$ cat src/design/psg_pkg.sv
// Package for the programmable sound generator: register map codes, mixer
// constants and the volume table. No dependencies.
`default_nettype none

package psg_pkg;

    // Request kinds carried by req_type.
    localparam logic REQ_WRITE = 1'b0;
    localparam logic REQ_TICK  = 1'b1;

    // Register map (standard 16-register layout).
    localparam logic [3:0] REG_TONE_A_FINE   = 4'd0;
    localparam logic [3:0] REG_TONE_C_COARSE = 4'd5;
    localparam logic [3:0] REG_NOISE_PERIOD  = 4'd6;
    localparam logic [3:0] REG_ENABLES       = 4'd7;
    localparam logic [3:0] REG_LEVEL_A       = 4'd8;
    localparam logic [3:0] REG_LEVEL_C       = 4'd10;
    localparam logic [3:0] REG_ENV_FINE      = 4'd11;
    localparam logic [3:0] REG_ENV_COARSE    = 4'd12;
    localparam logic [3:0] REG_ENV_SHAPE     = 4'd13;

    // Widths of the voice state.
    localparam int TONE_IV_W  = 18;
    localparam int TONE_CD_W  = 20;
    localparam int ENV_IV_W   = 23;
    localparam int ENV_CD_W   = 24;
    localparam int SHIFTER_W  = 17;

    // Every countdown moves by one sample (four quarter-sample units) a tick.
    localparam logic [ENV_IV_W-1:0] INTERVAL_MIN = 23'd4;
    localparam logic [ENV_CD_W-1:0] TICK_STEP    = 24'd4;

    // Divide by three: ceil(2^17 / 3), exact for magnitudes below 2^17.
    localparam logic [16:0] DIV3_RECIP = 17'd43691;

    // Types shared by the top level and the mixer.
    typedef logic [2:0][3:0]    t_level_vec;
    typedef logic signed [15:0] t_sample;

    // Logarithmic volume table, one entry per 4-bit level.
    function automatic logic [14:0] volume_level(input logic [3:0] idx);
        logic [14:0] vol;
        case (idx)
            4'd0:    vol = 15'd0;
            4'd1:    vol = 15'd256;
            4'd2:    vol = 15'd310;
            4'd3:    vol = 15'd512;
            4'd4:    vol = 15'd621;
            4'd5:    vol = 15'd1024;
            4'd6:    vol = 15'd1241;
            4'd7:    vol = 15'd2048;
            4'd8:    vol = 15'd2482;
            4'd9:    vol = 15'd4096;
            4'd10:   vol = 15'd4964;
            4'd11:   vol = 15'd8192;
            4'd12:   vol = 15'd9929;
            4'd13:   vol = 15'd16384;
            4'd14:   vol = 15'd23170;
            4'd15:   vol = 15'd32767;
            default: vol = 15'd0;
        endcase
        return vol;
    endfunction

endpackage

`default_nettype wire

$ cat src/design/psg_if.sv
// Valid/ready channel interfaces for the sound generator: the request
// channel and the sample channel. No dependencies.
`default_nettype none

interface psg_req_if;
    logic       valid;
    logic       ready;
    logic       req_type;
    logic [3:0] reg_addr;
    logic [7:0] reg_data;

    modport source (output valid, output req_type, output reg_addr, output reg_data,
                    input ready);
    modport sink   (input valid, input req_type, input reg_addr, input reg_data,
                    output ready);
endinterface

interface psg_smp_if;
    logic               valid;
    logic               ready;
    logic signed [15:0] sample_out;

    modport source (output valid, output sample_out, input ready);
    modport sink   (input valid, input sample_out, output ready);
endinterface

`default_nettype wire

$ cat src/design/psg_interval.sv
// Period to interval scaling: round(period * mult * rate_ratio / 2^16) with a
// floor of four, mult being 32 (tone, noise) or 64 (envelope). Uses psg_pkg.
`default_nettype none

module psg_interval (
    input  wire logic        i_envelope,
    input  wire logic [15:0] i_period,
    input  wire logic [15:0] i_rate_ratio,
    output logic      [22:0] o_interval
);

    logic [31:0] product;
    logic [32:0] rounded;
    logic [22:0] scaled;

    // One 16x16 product; the factor of 32 or 64 folds into the final shift.
    assign product = i_period * i_rate_ratio;

    // Round half up, then drop the fraction bits.
    always_comb begin
        if (i_envelope) begin
            rounded = {1'b0, product} + 33'd512;
            scaled  = rounded[32:10];
        end else begin
            rounded = {1'b0, product} + 33'd1024;
            scaled  = {1'b0, rounded[32:11]};
        end
    end

    // Clamp to the minimum interval.
    assign o_interval = (scaled < psg_pkg::INTERVAL_MIN) ? psg_pkg::INTERVAL_MIN : scaled;

endmodule

`default_nettype wire

$ cat src/design/psg_mix.sv
// Three-voice mixer: volume lookup, signed sum and divide by three with
// truncation toward zero. Uses psg_pkg.
`default_nettype none

module psg_mix (
    input  wire psg_pkg::t_level_vec i_level,
    input  wire logic [5:0]          i_enables,
    input  wire logic [2:0]          i_tone_pol,
    input  wire logic                i_noise_pol,
    output psg_pkg::t_sample         o_sample
);

    logic signed [17:0] sum;
    logic        [16:0] mag;
    logic        [33:0] prod;
    logic        [15:0] quot;
    logic               tone_hi;
    logic               noise_hi;
    logic signed [17:0] vol;

    // Each voice adds +level, -level or nothing; a disabled source counts high.
    always_comb begin
        sum = '0;
        for (int v = 0; v < 3; v++) begin
            tone_hi  = !i_enables[v] || i_tone_pol[v];
            noise_hi = !i_enables[v+3] || i_noise_pol;
            vol      = $signed({3'b000, psg_pkg::volume_level(i_level[v])});
            if (tone_hi && noise_hi) begin
                sum = sum + vol;
            end else if (!tone_hi && !noise_hi) begin
                sum = sum - vol;
            end
        end
    end

    // Magnitude times the reciprocal of three, sign restored afterward.
    assign mag  = sum[17] ? 17'(-sum) : sum[16:0];
    assign prod = mag * psg_pkg::DIV3_RECIP;
    assign quot = prod[32:17];
    assign o_sample = sum[17] ? $signed(-quot) : $signed(quot);

endmodule

`default_nettype wire

$ cat src/design/programmable_sound_generator_unit.sv
// Top level of the programmable sound generator: request and sample channels,
// voice state and update logic. Uses psg_pkg, psg_if, psg_interval, psg_mix.
//
//  Channel     Direction  Handshake           Transaction contents
//  i_req       in         valid/ready         req_type, reg_addr, reg_data
//  o_smp       out        valid/ready         sample_out (one per tick)
//  i_cfg_*     in         write enable only   rate_ratio (16 bits)
//
// One transaction is taken per clock unless a tick is stalled. It is held in
// the input register, from which the single update stage applies it; a tick's
// sample is then registered in the output register.
// Reset (synchronous, active low) sets all voice state to its initial values.
// A sample not yet taken holds in the output register; a tick then waits in
// the input register, which holds off new transactions until the sample goes.
`default_nettype none

module programmable_sound_generator_unit (
    input  wire logic        i_clk,
    input  wire logic        i_rst_n,
    input  wire logic        i_cfg_we,
    input  wire logic [15:0] i_cfg_data,
    psg_req_if.sink          i_req,
    psg_smp_if.source        o_smp
);

    localparam int TIW = psg_pkg::TONE_IV_W;
    localparam int TCW = psg_pkg::TONE_CD_W;
    localparam int EIW = psg_pkg::ENV_IV_W;
    localparam int ECW = psg_pkg::ENV_CD_W;

    // Configuration and handshake registers.
    logic [15:0]       r_rate_ratio;
    logic              r_in_valid;
    logic              r_in_type;
    logic [3:0]        r_in_addr;
    logic [7:0]        r_in_data;
    logic              r_out_valid;
    psg_pkg::t_sample  r_out_sample;

    // Voice state.
    logic [7:0]                   r_tone_fine   [3];
    logic [3:0]                   r_tone_coarse [3];
    logic [7:0]                   r_env_fine,     n_env_fine;
    logic [7:0]                   r_env_coarse,   n_env_coarse;
    logic [2:0][TIW-1:0]          r_tone_iv,      n_tone_iv;
    logic [2:0][TCW-1:0]          r_tone_cd,      n_tone_cd;
    logic [2:0]                   r_tone_pol,     n_tone_pol;
    logic [TIW-1:0]               r_noise_iv,     n_noise_iv;
    logic [TCW-1:0]               r_noise_cd,     n_noise_cd;
    logic                         r_noise_pol,    n_noise_pol;
    logic [psg_pkg::SHIFTER_W-1:0] r_shifter,     n_shifter;
    logic [5:0]                   r_enables,      n_enables;
    psg_pkg::t_level_vec          r_level,        n_level;
    logic [2:0]                   r_from_env,     n_from_env;
    logic [EIW-1:0]               r_env_iv,       n_env_iv;
    logic [ECW-1:0]               r_env_cd,       n_env_cd;
    logic [3:0]                   r_env_pos,      n_env_pos;
    logic                         r_env_done,     n_env_done;
    logic [3:0]                   r_env_level,    n_env_level;
    logic [3:0]                   r_env_shape,    n_env_shape;

    logic              out_free;
    logic              proceed;
    logic              do_tick;
    logic              do_write;
    logic              in_accept;
    logic [1:0]        ch;
    logic [15:0]       period;
    logic              period_env;
    logic [EIW-1:0]    new_iv;
    psg_pkg::t_sample  mix_sample;
    logic [TCW-1:0]    tone_tmp;
    logic [TCW-1:0]    noise_tmp;
    logic [ECW-1:0]    env_tmp;
    logic [3:0]        env_lvl;
    logic              fb;
    logic              sh_cont;
    logic              sh_att;
    logic              sh_alt;
    logic              sh_hold;

    // Handshake: writes always proceed, a tick needs room in the output register.
    assign out_free    = !r_out_valid || o_smp.ready;
    assign proceed     = r_in_valid && (r_in_type == psg_pkg::REQ_WRITE || out_free);
    assign do_tick     = proceed && r_in_type == psg_pkg::REQ_TICK;
    assign do_write    = proceed && r_in_type == psg_pkg::REQ_WRITE;
    assign i_req.ready = !r_in_valid || proceed;
    assign in_accept   = i_req.valid && i_req.ready;

    assign o_smp.valid      = r_out_valid;
    assign o_smp.sample_out = r_out_sample;

    // Period that the current write feeds into the shared scaling unit.
    assign ch = r_in_addr[2:1];

    always_comb begin
        period_env = 1'b0;
        period     = '0;
        case (r_in_addr) inside
            [psg_pkg::REG_TONE_A_FINE:psg_pkg::REG_TONE_C_COARSE]: begin
                if (r_in_addr[0]) begin
                    period = {4'b0000, r_in_data[3:0], r_tone_fine[ch]};
                end else begin
                    period = {4'b0000, r_tone_coarse[ch], r_in_data};
                end
            end
            psg_pkg::REG_NOISE_PERIOD: begin
                period = {11'b0, r_in_data[4:0]};
            end
            psg_pkg::REG_ENV_FINE: begin
                period_env = 1'b1;
                period     = {r_env_coarse, r_in_data};
            end
            psg_pkg::REG_ENV_COARSE: begin
                period_env = 1'b1;
                period     = {r_in_data, r_env_fine};
            end
            default: begin
                period = '0;
            end
        endcase
    end

    psg_interval u_interval (
        .i_envelope   (period_env),
        .i_period     (period),
        .i_rate_ratio (r_rate_ratio),
        .o_interval   (new_iv)
    );

    psg_mix u_mix (
        .i_level     (r_level),
        .i_enables   (r_enables),
        .i_tone_pol  (r_tone_pol),
        .i_noise_pol (r_noise_pol),
        .o_sample    (mix_sample)
    );

    // Envelope shape bits and the level that the next envelope step takes.
    assign sh_cont = r_env_shape[3];
    assign sh_att  = r_env_shape[2];
    assign sh_alt  = r_env_shape[1];
    assign sh_hold = r_env_shape[0];

    always_comb begin
        if (!sh_cont && r_env_done) begin
            env_lvl = 4'd0;
        end else if (sh_hold && r_env_done) begin
            if (sh_alt) begin
                env_lvl = sh_att ? 4'd0 : 4'd15;
            end else begin
                env_lvl = r_env_level;
            end
        end else if (sh_alt && r_env_done) begin
            env_lvl = sh_att ? ~r_env_pos : r_env_pos;
        end else begin
            env_lvl = sh_att ? r_env_pos : ~r_env_pos;
        end
    end

    // Noise shifter feedback.
    assign fb = ~(r_shifter[0] ^ r_shifter[3]);

    // Next state for a tick or a register write.
    always_comb begin
        n_env_fine   = r_env_fine;
        n_env_coarse = r_env_coarse;
        n_tone_iv    = r_tone_iv;
        n_tone_cd    = r_tone_cd;
        n_tone_pol   = r_tone_pol;
        n_noise_iv   = r_noise_iv;
        n_noise_cd   = r_noise_cd;
        n_noise_pol  = r_noise_pol;
        n_shifter    = r_shifter;
        n_enables    = r_enables;
        n_level      = r_level;
        n_from_env   = r_from_env;
        n_env_iv     = r_env_iv;
        n_env_cd     = r_env_cd;
        n_env_pos    = r_env_pos;
        n_env_done   = r_env_done;
        n_env_level  = r_env_level;
        n_env_shape  = r_env_shape;
        tone_tmp     = '0;
        noise_tmp    = '0;
        env_tmp      = '0;

        if (do_tick) begin
            // Tone countdowns reload and flip when they run out.
            for (int v = 0; v < 3; v++) begin
                tone_tmp = r_tone_cd[v] - psg_pkg::TICK_STEP[TCW-1:0];
                if ($signed(tone_tmp) <= 0) begin
                    n_tone_cd[v]  = tone_tmp + {2'b00, r_tone_iv[v]};
                    n_tone_pol[v] = !r_tone_pol[v];
                end else begin
                    n_tone_cd[v]  = tone_tmp;
                end
            end

            // Noise countdown clocks the shifter.
            noise_tmp = r_noise_cd - psg_pkg::TICK_STEP[TCW-1:0];
            if ($signed(noise_tmp) <= 0) begin
                n_noise_cd = noise_tmp + {2'b00, r_noise_iv};
                n_shifter  = {fb, r_shifter[psg_pkg::SHIFTER_W-1:1]};
                if (r_shifter[1]) begin
                    n_noise_pol = !r_noise_pol;
                end
            end else begin
                n_noise_cd = noise_tmp;
            end

            // Envelope countdown moves the envelope one position.
            env_tmp = r_env_cd - psg_pkg::TICK_STEP;
            if ($signed(env_tmp) <= 0) begin
                n_env_level = env_lvl;
                for (int v = 0; v < 3; v++) begin
                    if (r_from_env[v]) begin
                        n_level[v] = env_lvl;
                    end
                end
                n_env_cd  = env_tmp + {1'b0, r_env_iv};
                n_env_pos = r_env_pos + 4'd1;
                if (r_env_pos == 4'd15) begin
                    n_env_done = !(r_env_done && sh_alt && sh_cont && !sh_hold);
                end
            end else begin
                n_env_cd = env_tmp;
            end
        end else if (do_write) begin
            case (r_in_addr) inside
                [psg_pkg::REG_TONE_A_FINE:psg_pkg::REG_TONE_C_COARSE]: begin
                    n_tone_iv[ch] = new_iv[TIW-1:0];
                    n_tone_cd[ch] = r_tone_cd[ch] + {2'b00, new_iv[TIW-1:0]}
                                    - {2'b00, r_tone_iv[ch]};
                end
                psg_pkg::REG_NOISE_PERIOD: begin
                    n_noise_iv  = new_iv[TIW-1:0];
                    n_noise_cd  = r_noise_cd + {2'b00, new_iv[TIW-1:0]}
                                  - {2'b00, r_noise_iv};
                    n_noise_pol = 1'b1;
                end
                psg_pkg::REG_ENABLES: begin
                    // Enables are active low; a tone that turns on restarts.
                    n_enables = ~r_in_data[5:0];
                    for (int v = 0; v < 3; v++) begin
                        if (!r_in_data[v] && !r_enables[v]) begin
                            n_tone_pol[v] = 1'b1;
                            n_tone_cd[v]  = {2'b00, r_tone_iv[v]};
                        end
                    end
                end
                [psg_pkg::REG_LEVEL_A:psg_pkg::REG_LEVEL_C]: begin
                    n_from_env[r_in_addr[1:0]] = r_in_data[4];
                    if (!r_in_data[4]) begin
                        n_level[r_in_addr[1:0]] = r_in_data[3:0];
                    end
                end
                psg_pkg::REG_ENV_FINE, psg_pkg::REG_ENV_COARSE: begin
                    if (r_in_addr == psg_pkg::REG_ENV_FINE) begin
                        n_env_fine = r_in_data;
                    end else begin
                        n_env_coarse = r_in_data;
                    end
                    n_env_iv   = new_iv;
                    n_env_cd   = {1'b0, new_iv};
                    n_env_pos  = 4'd0;
                    n_env_done = 1'b0;
                end
                psg_pkg::REG_ENV_SHAPE: begin
                    n_env_shape = r_in_data[3:0];
                end
                default: begin
                    n_env_shape = r_env_shape;
                end
            endcase
        end
    end

    // Input register and output register.
    always_ff @(posedge i_clk) begin
        if (!i_rst_n) begin
            r_in_valid  <= 1'b0;
            r_out_valid <= 1'b0;
        end else begin
            if (in_accept) begin
                r_in_valid <= 1'b1;
            end else if (proceed) begin
                r_in_valid <= 1'b0;
            end
            if (do_tick) begin
                r_out_valid <= 1'b1;
            end else if (o_smp.ready) begin
                r_out_valid <= 1'b0;
            end
        end
    end

    always_ff @(posedge i_clk) begin
        if (in_accept) begin
            r_in_type <= i_req.req_type;
            r_in_addr <= i_req.reg_addr;
            r_in_data <= i_req.reg_data;
        end
        if (do_tick) begin
            r_out_sample <= mix_sample;
        end
    end

    // Stored tone period bytes.
    always_ff @(posedge i_clk) begin
        if (!i_rst_n) begin
            for (int v = 0; v < 3; v++) begin
                r_tone_fine[v]   <= 8'd0;
                r_tone_coarse[v] <= 4'd0;
            end
        end else if (do_write && r_in_addr <= psg_pkg::REG_TONE_C_COARSE) begin
            if (r_in_addr[0]) begin
                r_tone_coarse[ch] <= r_in_data[3:0];
            end else begin
                r_tone_fine[ch] <= r_in_data;
            end
        end
    end

    // Voice state and configuration.
    always_ff @(posedge i_clk) begin
        if (!i_rst_n) begin
            r_rate_ratio <= 16'd1615;
            r_env_fine   <= '0;
            r_env_coarse <= '0;
            r_tone_iv    <= {3{psg_pkg::INTERVAL_MIN[TIW-1:0]}};
            r_tone_cd    <= '0;
            r_tone_pol   <= 3'b111;
            r_noise_iv   <= psg_pkg::INTERVAL_MIN[TIW-1:0];
            r_noise_cd   <= '0;
            r_noise_pol  <= 1'b1;
            r_shifter    <= '0;
            r_enables    <= '0;
            r_level      <= '0;
            r_from_env   <= '0;
            r_env_iv     <= psg_pkg::INTERVAL_MIN;
            r_env_cd     <= '0;
            r_env_pos    <= '0;
            r_env_done   <= 1'b0;
            r_env_level  <= '0;
            r_env_shape  <= '0;
        end else begin
            if (i_cfg_we) begin
                r_rate_ratio <= i_cfg_data;
            end
            r_env_fine   <= n_env_fine;
            r_env_coarse <= n_env_coarse;
            r_tone_iv    <= n_tone_iv;
            r_tone_cd    <= n_tone_cd;
            r_tone_pol   <= n_tone_pol;
            r_noise_iv   <= n_noise_iv;
            r_noise_cd   <= n_noise_cd;
            r_noise_pol  <= n_noise_pol;
            r_shifter    <= n_shifter;
            r_enables    <= n_enables;
            r_level      <= n_level;
            r_from_env   <= n_from_env;
            r_env_iv     <= n_env_iv;
            r_env_cd     <= n_env_cd;
            r_env_pos    <= n_env_pos;
            r_env_done   <= n_env_done;
            r_env_level  <= n_env_level;
            r_env_shape  <= n_env_shape;
        end
    end

endmodule

`default_nettype wire

$ cat src/flat_wrapper.sv
// flat-port wrapper written by rule: the top's interface ports become plain ports
module programmable_sound_generator_unit_flat 
  (i_clk, i_rst_n, i_cfg_we, i_cfg_data, i_req_valid, i_req_req_type, i_req_reg_addr, i_req_reg_data, i_req_ready, o_smp_valid, o_smp_sample_out, o_smp_ready);
  psg_req_if i_req_i ();
  psg_smp_if o_smp_i ();
  input  wire logic i_clk;
  input  wire logic i_rst_n;
  input  wire logic i_cfg_we;
  input  wire logic [15:0] i_cfg_data;
  input wire logic [$bits(i_req_i.valid)-1:0] i_req_valid;
  input wire logic [$bits(i_req_i.req_type)-1:0] i_req_req_type;
  input wire logic [$bits(i_req_i.reg_addr)-1:0] i_req_reg_addr;
  input wire logic [$bits(i_req_i.reg_data)-1:0] i_req_reg_data;
  output wire logic [$bits(i_req_i.ready)-1:0] i_req_ready;
  output wire logic [$bits(o_smp_i.valid)-1:0] o_smp_valid;
  output wire logic [$bits(o_smp_i.sample_out)-1:0] o_smp_sample_out;
  input wire logic [$bits(o_smp_i.ready)-1:0] o_smp_ready;
  assign i_req_i.valid = i_req_valid;
  assign i_req_i.req_type = i_req_req_type;
  assign i_req_i.reg_addr = i_req_reg_addr;
  assign i_req_i.reg_data = i_req_reg_data;
  assign i_req_ready = i_req_i.ready;
  assign o_smp_valid = o_smp_i.valid;
  assign o_smp_sample_out = o_smp_i.sample_out;
  assign o_smp_i.ready = o_smp_ready;
  programmable_sound_generator_unit u_core (.i_clk(i_clk), .i_rst_n(i_rst_n), .i_cfg_we(i_cfg_we), .i_cfg_data(i_cfg_data), .i_req(i_req_i), .o_smp(o_smp_i));
endmodule
$ cat config.mk
export PLATFORM = sky130hd
export DESIGN_NAME = programmable_sound_generator_unit_flat
export DESIGN_NICKNAME = d
export VERILOG_FILES = /design/src/design/psg_pkg.sv /design/src/design/psg_if.sv /design/src/design/psg_interval.sv /design/src/design/psg_mix.sv /design/src/design/programmable_sound_generator_unit.sv /design/src/flat_wrapper.sv
export SDC_FILE = /design/constraint.sdc
export NUM_CORES = 2
export LEC_CHECK = 0
export BUFFER_PORTS_ARGS = -buffer_cell sky130_fd_sc_hd__buf_2
export CORE_ASPECT_RATIO = 0.7
export CORE_MARGIN = 4
export CORE_UTILIZATION = 30
export DETAILED_ROUTE_END_ITERATION = 8
export GPL_ROUTABILITY_DRIVEN = 1
export PLACE_DENSITY = 0.49
export SLEW_MARGIN = 5
export SYNTH_ARGS = -nofsm -noshare
export SYNTH_HDL_FRONTEND = slang
export SYNTH_SLANG_ARGS = --single-unit
$ cat constraint.sdc
create_clock -name i_clk -period 12.34 [get_ports i_clk]
set_input_delay 2.468 -clock i_clk [delete_from_list [all_inputs] [get_ports i_clk]]
set_output_delay 2.468 -clock i_clk [all_outputs]
set_load 0.005 [all_outputs]
# Yosys cells after proc, flatten, opt, wreduce, memory -nomap -nowiden
# Memory sizes are Yosys's and may differ from the RTL's. A register that Yosys moved wholly into a read port is not among the register bits.
# Index checks and enable logic that the tools add are counted.
# op_classes
add_sub_neg,24
n_mul,2
div,0
order_cmp,14
eq_ne,22
shift,0
n_mux,138
n_bitwise,12
reduce_logical,97
# ops
op,count
$mux W60,5
$mux W20,13
$mux W24,8
$mux W18,8
$add A20 B18 Y20,6
$mux W12,9
$mux W4,26
$le A20 B1 Y1 const B,4
$mux W16,5
$sub A20 B3 Y20 const B,4
$bwmux W60,1
$reduce_and A8 Y1,7
$bwmux W54,1
$mux W23,2
$mux W1,41
$bmux W20 S2,1
$demux W20 S2,1
$sub A20 B18 Y20,2
$add A18 B16 Y18,2
$bmux W18 S2,1
$demux W18 S2,1
$sub A18 B16 Y18,2
$add A32 B10 Y33 const B,1
$add A32 B11 Y33 const B,1
other kinds (47),157
# word_totals
reg_bits,317
latch_bits,0
ram_bits,36
romBits,720
in_bits,34
out_inout_bits,18
elab_cells,347
n_memories,5
# memory_table
name,depth,word_bits,rd,rd_clocked_by_memory_dff,write_ports,line,source
(no name shown),16,15,1,1,0,psg_pkg.sv:43,case (idx)
(no name shown),16,15,1,1,0,psg_pkg.sv:43,
(no name shown),16,15,1,1,0,psg_pkg.sv:43,
u_core.r_tone_fine,3,8,1,1,3,programmable_sound_generator_unit.sv:41,logic [7:0] r_tone_fine [3];
u_core.r_tone_coarse,3,4,1,1,3,programmable_sound_generator_unit.sv:42,logic [3:0] r_tone_coarse [3];

# Depth between registers and ports, before layout
# depth
ltp_word,17
mapped_depth,57
mapped_depth_nobuf,55

# By module
# A second synthesis with hierarchy kept.
# hier_totals
cells_unflattened,5981
area_unflattened_um2,48198.7
# modules_own_cells
mod,n_inst,cells_each,area_each_um2,seq_area_each_um2
programmable_sound_generator_unit,1,3264,26725.6,8117.8
psg_mix,1,1447,11070.6,0.0
psg_interval,1,1270,10402.5,0.0

# Worst setup path before layout
# No wires, ideal clock.
# synth_path
path_type,register to register
start,reg u_core.r_in_addr[2]
end,reg u_core.r_tone_cd[19] in the netlist's numbering
setup_time_ns,0.123
t_arrival_ns,12.753
required_ns,12.217
path_slack_ns,-0.536
stages_incl_launch_ff,52
path_buffers,6
period_less_slack_ns,12.876
cell_sequence,edfxtp_1 clkbuf_1 nand2_1 nor2_1 o21ai_1 clkbuf_1 buf_1 buf_1 o22ai_1 clkbuf_1 nand2_1 fa_1 inv_1 fa_1 fa_1 fa_1 fa_1 inv_1 (+16 left out) fa_1 inv_1 ha_1 a21o_1 a21oi_1 o21bai_1 a21oi_1 o21bai_1 a21oi_1 nor2b_1 o31ai_1 a2111o_1 a31oi_1 a21o_1 a21oi_1 xnor2_1 a221oi_1 nor2_1
# synth_via
elab_chain_cells,16
word_cells_on_any_way,40
classes_between,4 x add/sub; 1 x mul; 5 x order compare; 5 x eq/ne; 20 x mux; 5 x reduce/logical
# synth_lines
element,line,source
from (decl),programmable_sound_generator_unit.sv:35,logic [3:0] r_in_addr;
from (signal assigned),programmable_sound_generator_unit.sv:301,r_in_addr <= i_req.reg_addr;
$eq A4 B4 Y1 (no line),n/a,
$mux W16 (4 in a row),programmable_sound_generator_unit.sv:99,case (r_in_addr) inside
$mul A16 B16 Y32,psg_interval.sv:17,assign product = i_period * i_rate_ratio;
$add A32 B11 Y33 / $add A32 B10 Y33 (equally long branches),"psg_interval.sv:25, psg_interval.sv:22",
$mux W23,psg_interval.sv:21,if (i_envelope) begin
$lt A23 B3 Y1,psg_interval.sv:31,assign o_interval = (scaled < psg_pkg::INTERVAL_MIN) ? psg_pkg::INTERVAL_MIN : scaled;
$mux W23,psg_interval.sv:31,
$add A20 B18 Y20,programmable_sound_generator_unit.sv:233,"n_tone_cd[ch] = r_tone_cd[ch] + {2'b00, new_iv[TIW-1:0]}"
$sub A20 B18 Y20,programmable_sound_generator_unit.sv:234,"- {2'b00, r_tone_iv[ch]};"
$bwmux W60,programmable_sound_generator_unit.sv:233,
$mux W60,programmable_sound_generator_unit.sv:230,case (r_in_addr) inside
$mux W60,programmable_sound_generator_unit.sv:229,end else if (do_write) begin
$mux W60,programmable_sound_generator_unit.sv:188,if (do_tick) begin
to (signal assigned),programmable_sound_generator_unit.sv:354,r_tone_cd <= n_tone_cd;
to (decl),programmable_sound_generator_unit.sv:46,"logic [2:0][TCW-1:0] r_tone_cd, n_tone_cd;"
# Parallel ways exist; a longest one is shown, timed or not. The select of a mux whose other input is x is not followed.
# A chain may end at the register's enable or synchronous reset.

==> reports/metrics.yaml <==
design_area_um2: 55600
synth_most_common_cell: "nand2_1"
cpMostUsedCell: "fa_1"
critPathArrivalTime_ns: 12.60
drt-total-wl_mm: 157
drv_cap: 0
rsz0062_at_grt: "yes"
crit_required_ns: 12.88
synthCells: 5659
wl_per_cell_um: 19.2
io_pins: 52
gp_congestion: 0.898
ys_ff_latch: 409
synthAdderAreaFrac_pct: 26.5
grt_pass1_vias: 40180
critical_path_class: "reg -> reg"
powerDensity_nw_per_um2: 273
drtIter0Drc: 3908
antenna_found_initial: 5
vias: 42129
slew_headroom_pct: 12.6
track_usage_pct: 18.9
path_clk_slew_ns: 0.06
synth_area_um2: 46400
fillCellCount: 15828
clock_skew_ns: 0.0765
tns_ns: 0
die_h_um: 337
clock-sinks: 409
netlist_top_cells_count: "617 x nand2_1, 609 x inv_1, 459 x ha_1"
async_reset_ff_share_pct: 0
layout_setup_ws_ns: 0.280
start_util_pct: 30.3
clockBufferDepth: 3
via_per_inst: 5.17
synth_simple_gate_area_share_pct: 18.0
hold_class: "reg -> reg"
synth.distinct_cells: 116
cts_buffers: 51
p_leak_uw: 0.0248
die-area_um2: 161000
clk_latency_ns: 0.69
post-route-period-util_pct: 97.7
port-buffer-count: 51
cp_max_fo: 7
setup_viol_count_final: 0
synth_xor_area_share_pct: 5.68
drtAntennaViolNets: 0
synth_top_area_cell: "dfxtp_1"
synth_top_cell_area_share_pct: 14.3
tightest_slew_ns: 1.31
detail_route.first_pass.iterations: 6
critical_path.startpoint_type: "flip-flop"
fmax_mhz: 82.9
grt-ovfl-total: 0
grt_pass1_wl_mm: 242
drive_above_1_share_pct: 16.6
coreArea_um2: 153000
cp-end-kind: "flip-flop"
maxSlewViolCount: 0
final_hold_viol_count: 0
cts_tree: "built"
layout.nets: 6847
grt_max_degree: 115
syn_to_final_growth_pct: 19.7
yosys_warnings: 0
synth_top_family_by_area: "adder cells"
slowest_stage: "fa_1"
ir_drop_mv: 0.413
placed_area_um2: 51800
rows: 120
hpwl_mm: 122
slowest_delay_ns: 0.56
dpl_worst_slack_ns: -0.232
ys_seq_area_share_pct: 19.3
finalCriticalPeriod_ns: 12.06
synthMuxAreaShare_pct: 3.50
avgSynthCellArea_um2: 8.20
cts.root.buffer_cell: "clkbuf_16"
synth_edf_count: 77
drc: 0
status: "complete, no violations"
synth_compound_area_share_pct: 20.0
die_x_um: 478
htree_levels: 2
synth_flop_cell: "dfxtp_1"
ys_top_cells_by_area: "dfxtp_1 14%, fa_1 14%, ha_1 12%, nand2_1 5.0%, edfxtp_1 5.0%"
fin_hold_ws_ns: 0.452
power_uw: 15200
## layer usage
metal	track usage (%)	vias up	wire, um
met5	0	-	0
met2	25.3	1345	59100
met3	3.78	114	13100
met4	2.89	0	2130
li1	-	20377	-
met1	30.7	20293	82400
## critical path: cells and delay by family, from the launching register on
family	cells	cell delay, ns
AND/OR/NAND/NOR	6	1.32
XOR/XNOR	1	0.22
flip-flops	1	0.35
buffers and inverters	13	1.53
adder cells (fa/ha/maj)	10	4.02
AO/OA/AOI/OAI	23	3.69
multiplexers	2	0.73
## cell families after synthesis
group / count (synthesis)
buffers and inverters: 871
and+or+nand+nor: 1753
DFF: 409
adders and majority gates: 786
AOI/OAI and AO/OA: 1396
xor gates and xnor gates: 300
other: 1
muxes: 143
## worst paths after layout
check / slack [ns] / start / to / cells after the start
max: 0.28 / flip-flop / u_core.r_tone_cd[18] / 55
min: 0.45 / u_core.r_shifter[11] / u_core.r_shifter[10] / 2
max reg2reg: 0.28 / flip-flop / u_core.r_tone_cd[18] / 55
min reg2reg: 0.45 / u_core.r_shifter[11] / u_core.r_shifter[10] / 2
## registers in the layout, summed over array words and instances (netlist names), 17 cells and up, named ones only
name	flops
u_core.r_tone_cd	60
u_core.r_tone_iv	54
u_core.r_tone_fine	32
u_core.r_env_cd	24
u_core.r_env_iv	23
u_core.r_noise_cd	20
u_core.r_noise_iv	18
u_core.r_shifter	17
## through the flow
step                std cells  util (%)
floorplan                5670         -
global placement         7972      33.8
detailed placement       7972      33.8
CTS                      8072      35.1
global route             8144      36.3
finish                   8145      36.3
## timing repair
| item | in CTS | in global routing |
|---|---|---|
| gates cloned | 0 | 5 |
| hold buffers | 0 | 0 |
| resized for setup | 28 | 273 |
| setup buffers | 6 | 65 |
| setup endpoints to repair | 23 | 61 |
| pin swaps | 3 | 148 |
## layout make-up
class                   count  area, um2  area share, %
inverters                 612       2310           4.15
diodes                      3       7.51         0.0135
clock inverters            25        283          0.509
multi-input cells        4390      35600           64.1
repair buffers            563       4340           7.81
well taps                2074       2590           4.67
flip-flops and latches    409       8960           16.1
clock buffers              69       1430           2.58
## cells in the final DEF, fill, tap and decap left out, drive strengths merged, types with 124 or more instances in the layout
master,n
o21ai,267
nor2,434
buf,559
xnor2,199
a21oi,409
inv,613
fa,327
nor3,124
nand2,618
dfxtp,332
ha,459
and2,164
## report_power, final
group	internal [uW]	switching [uW]	total [uW]
clock	884	668	1550
combinational	5030	7040	12100
sequential	1440	112	1550
total	7350	7820	15200
Power figures use the tool's default switching activity.
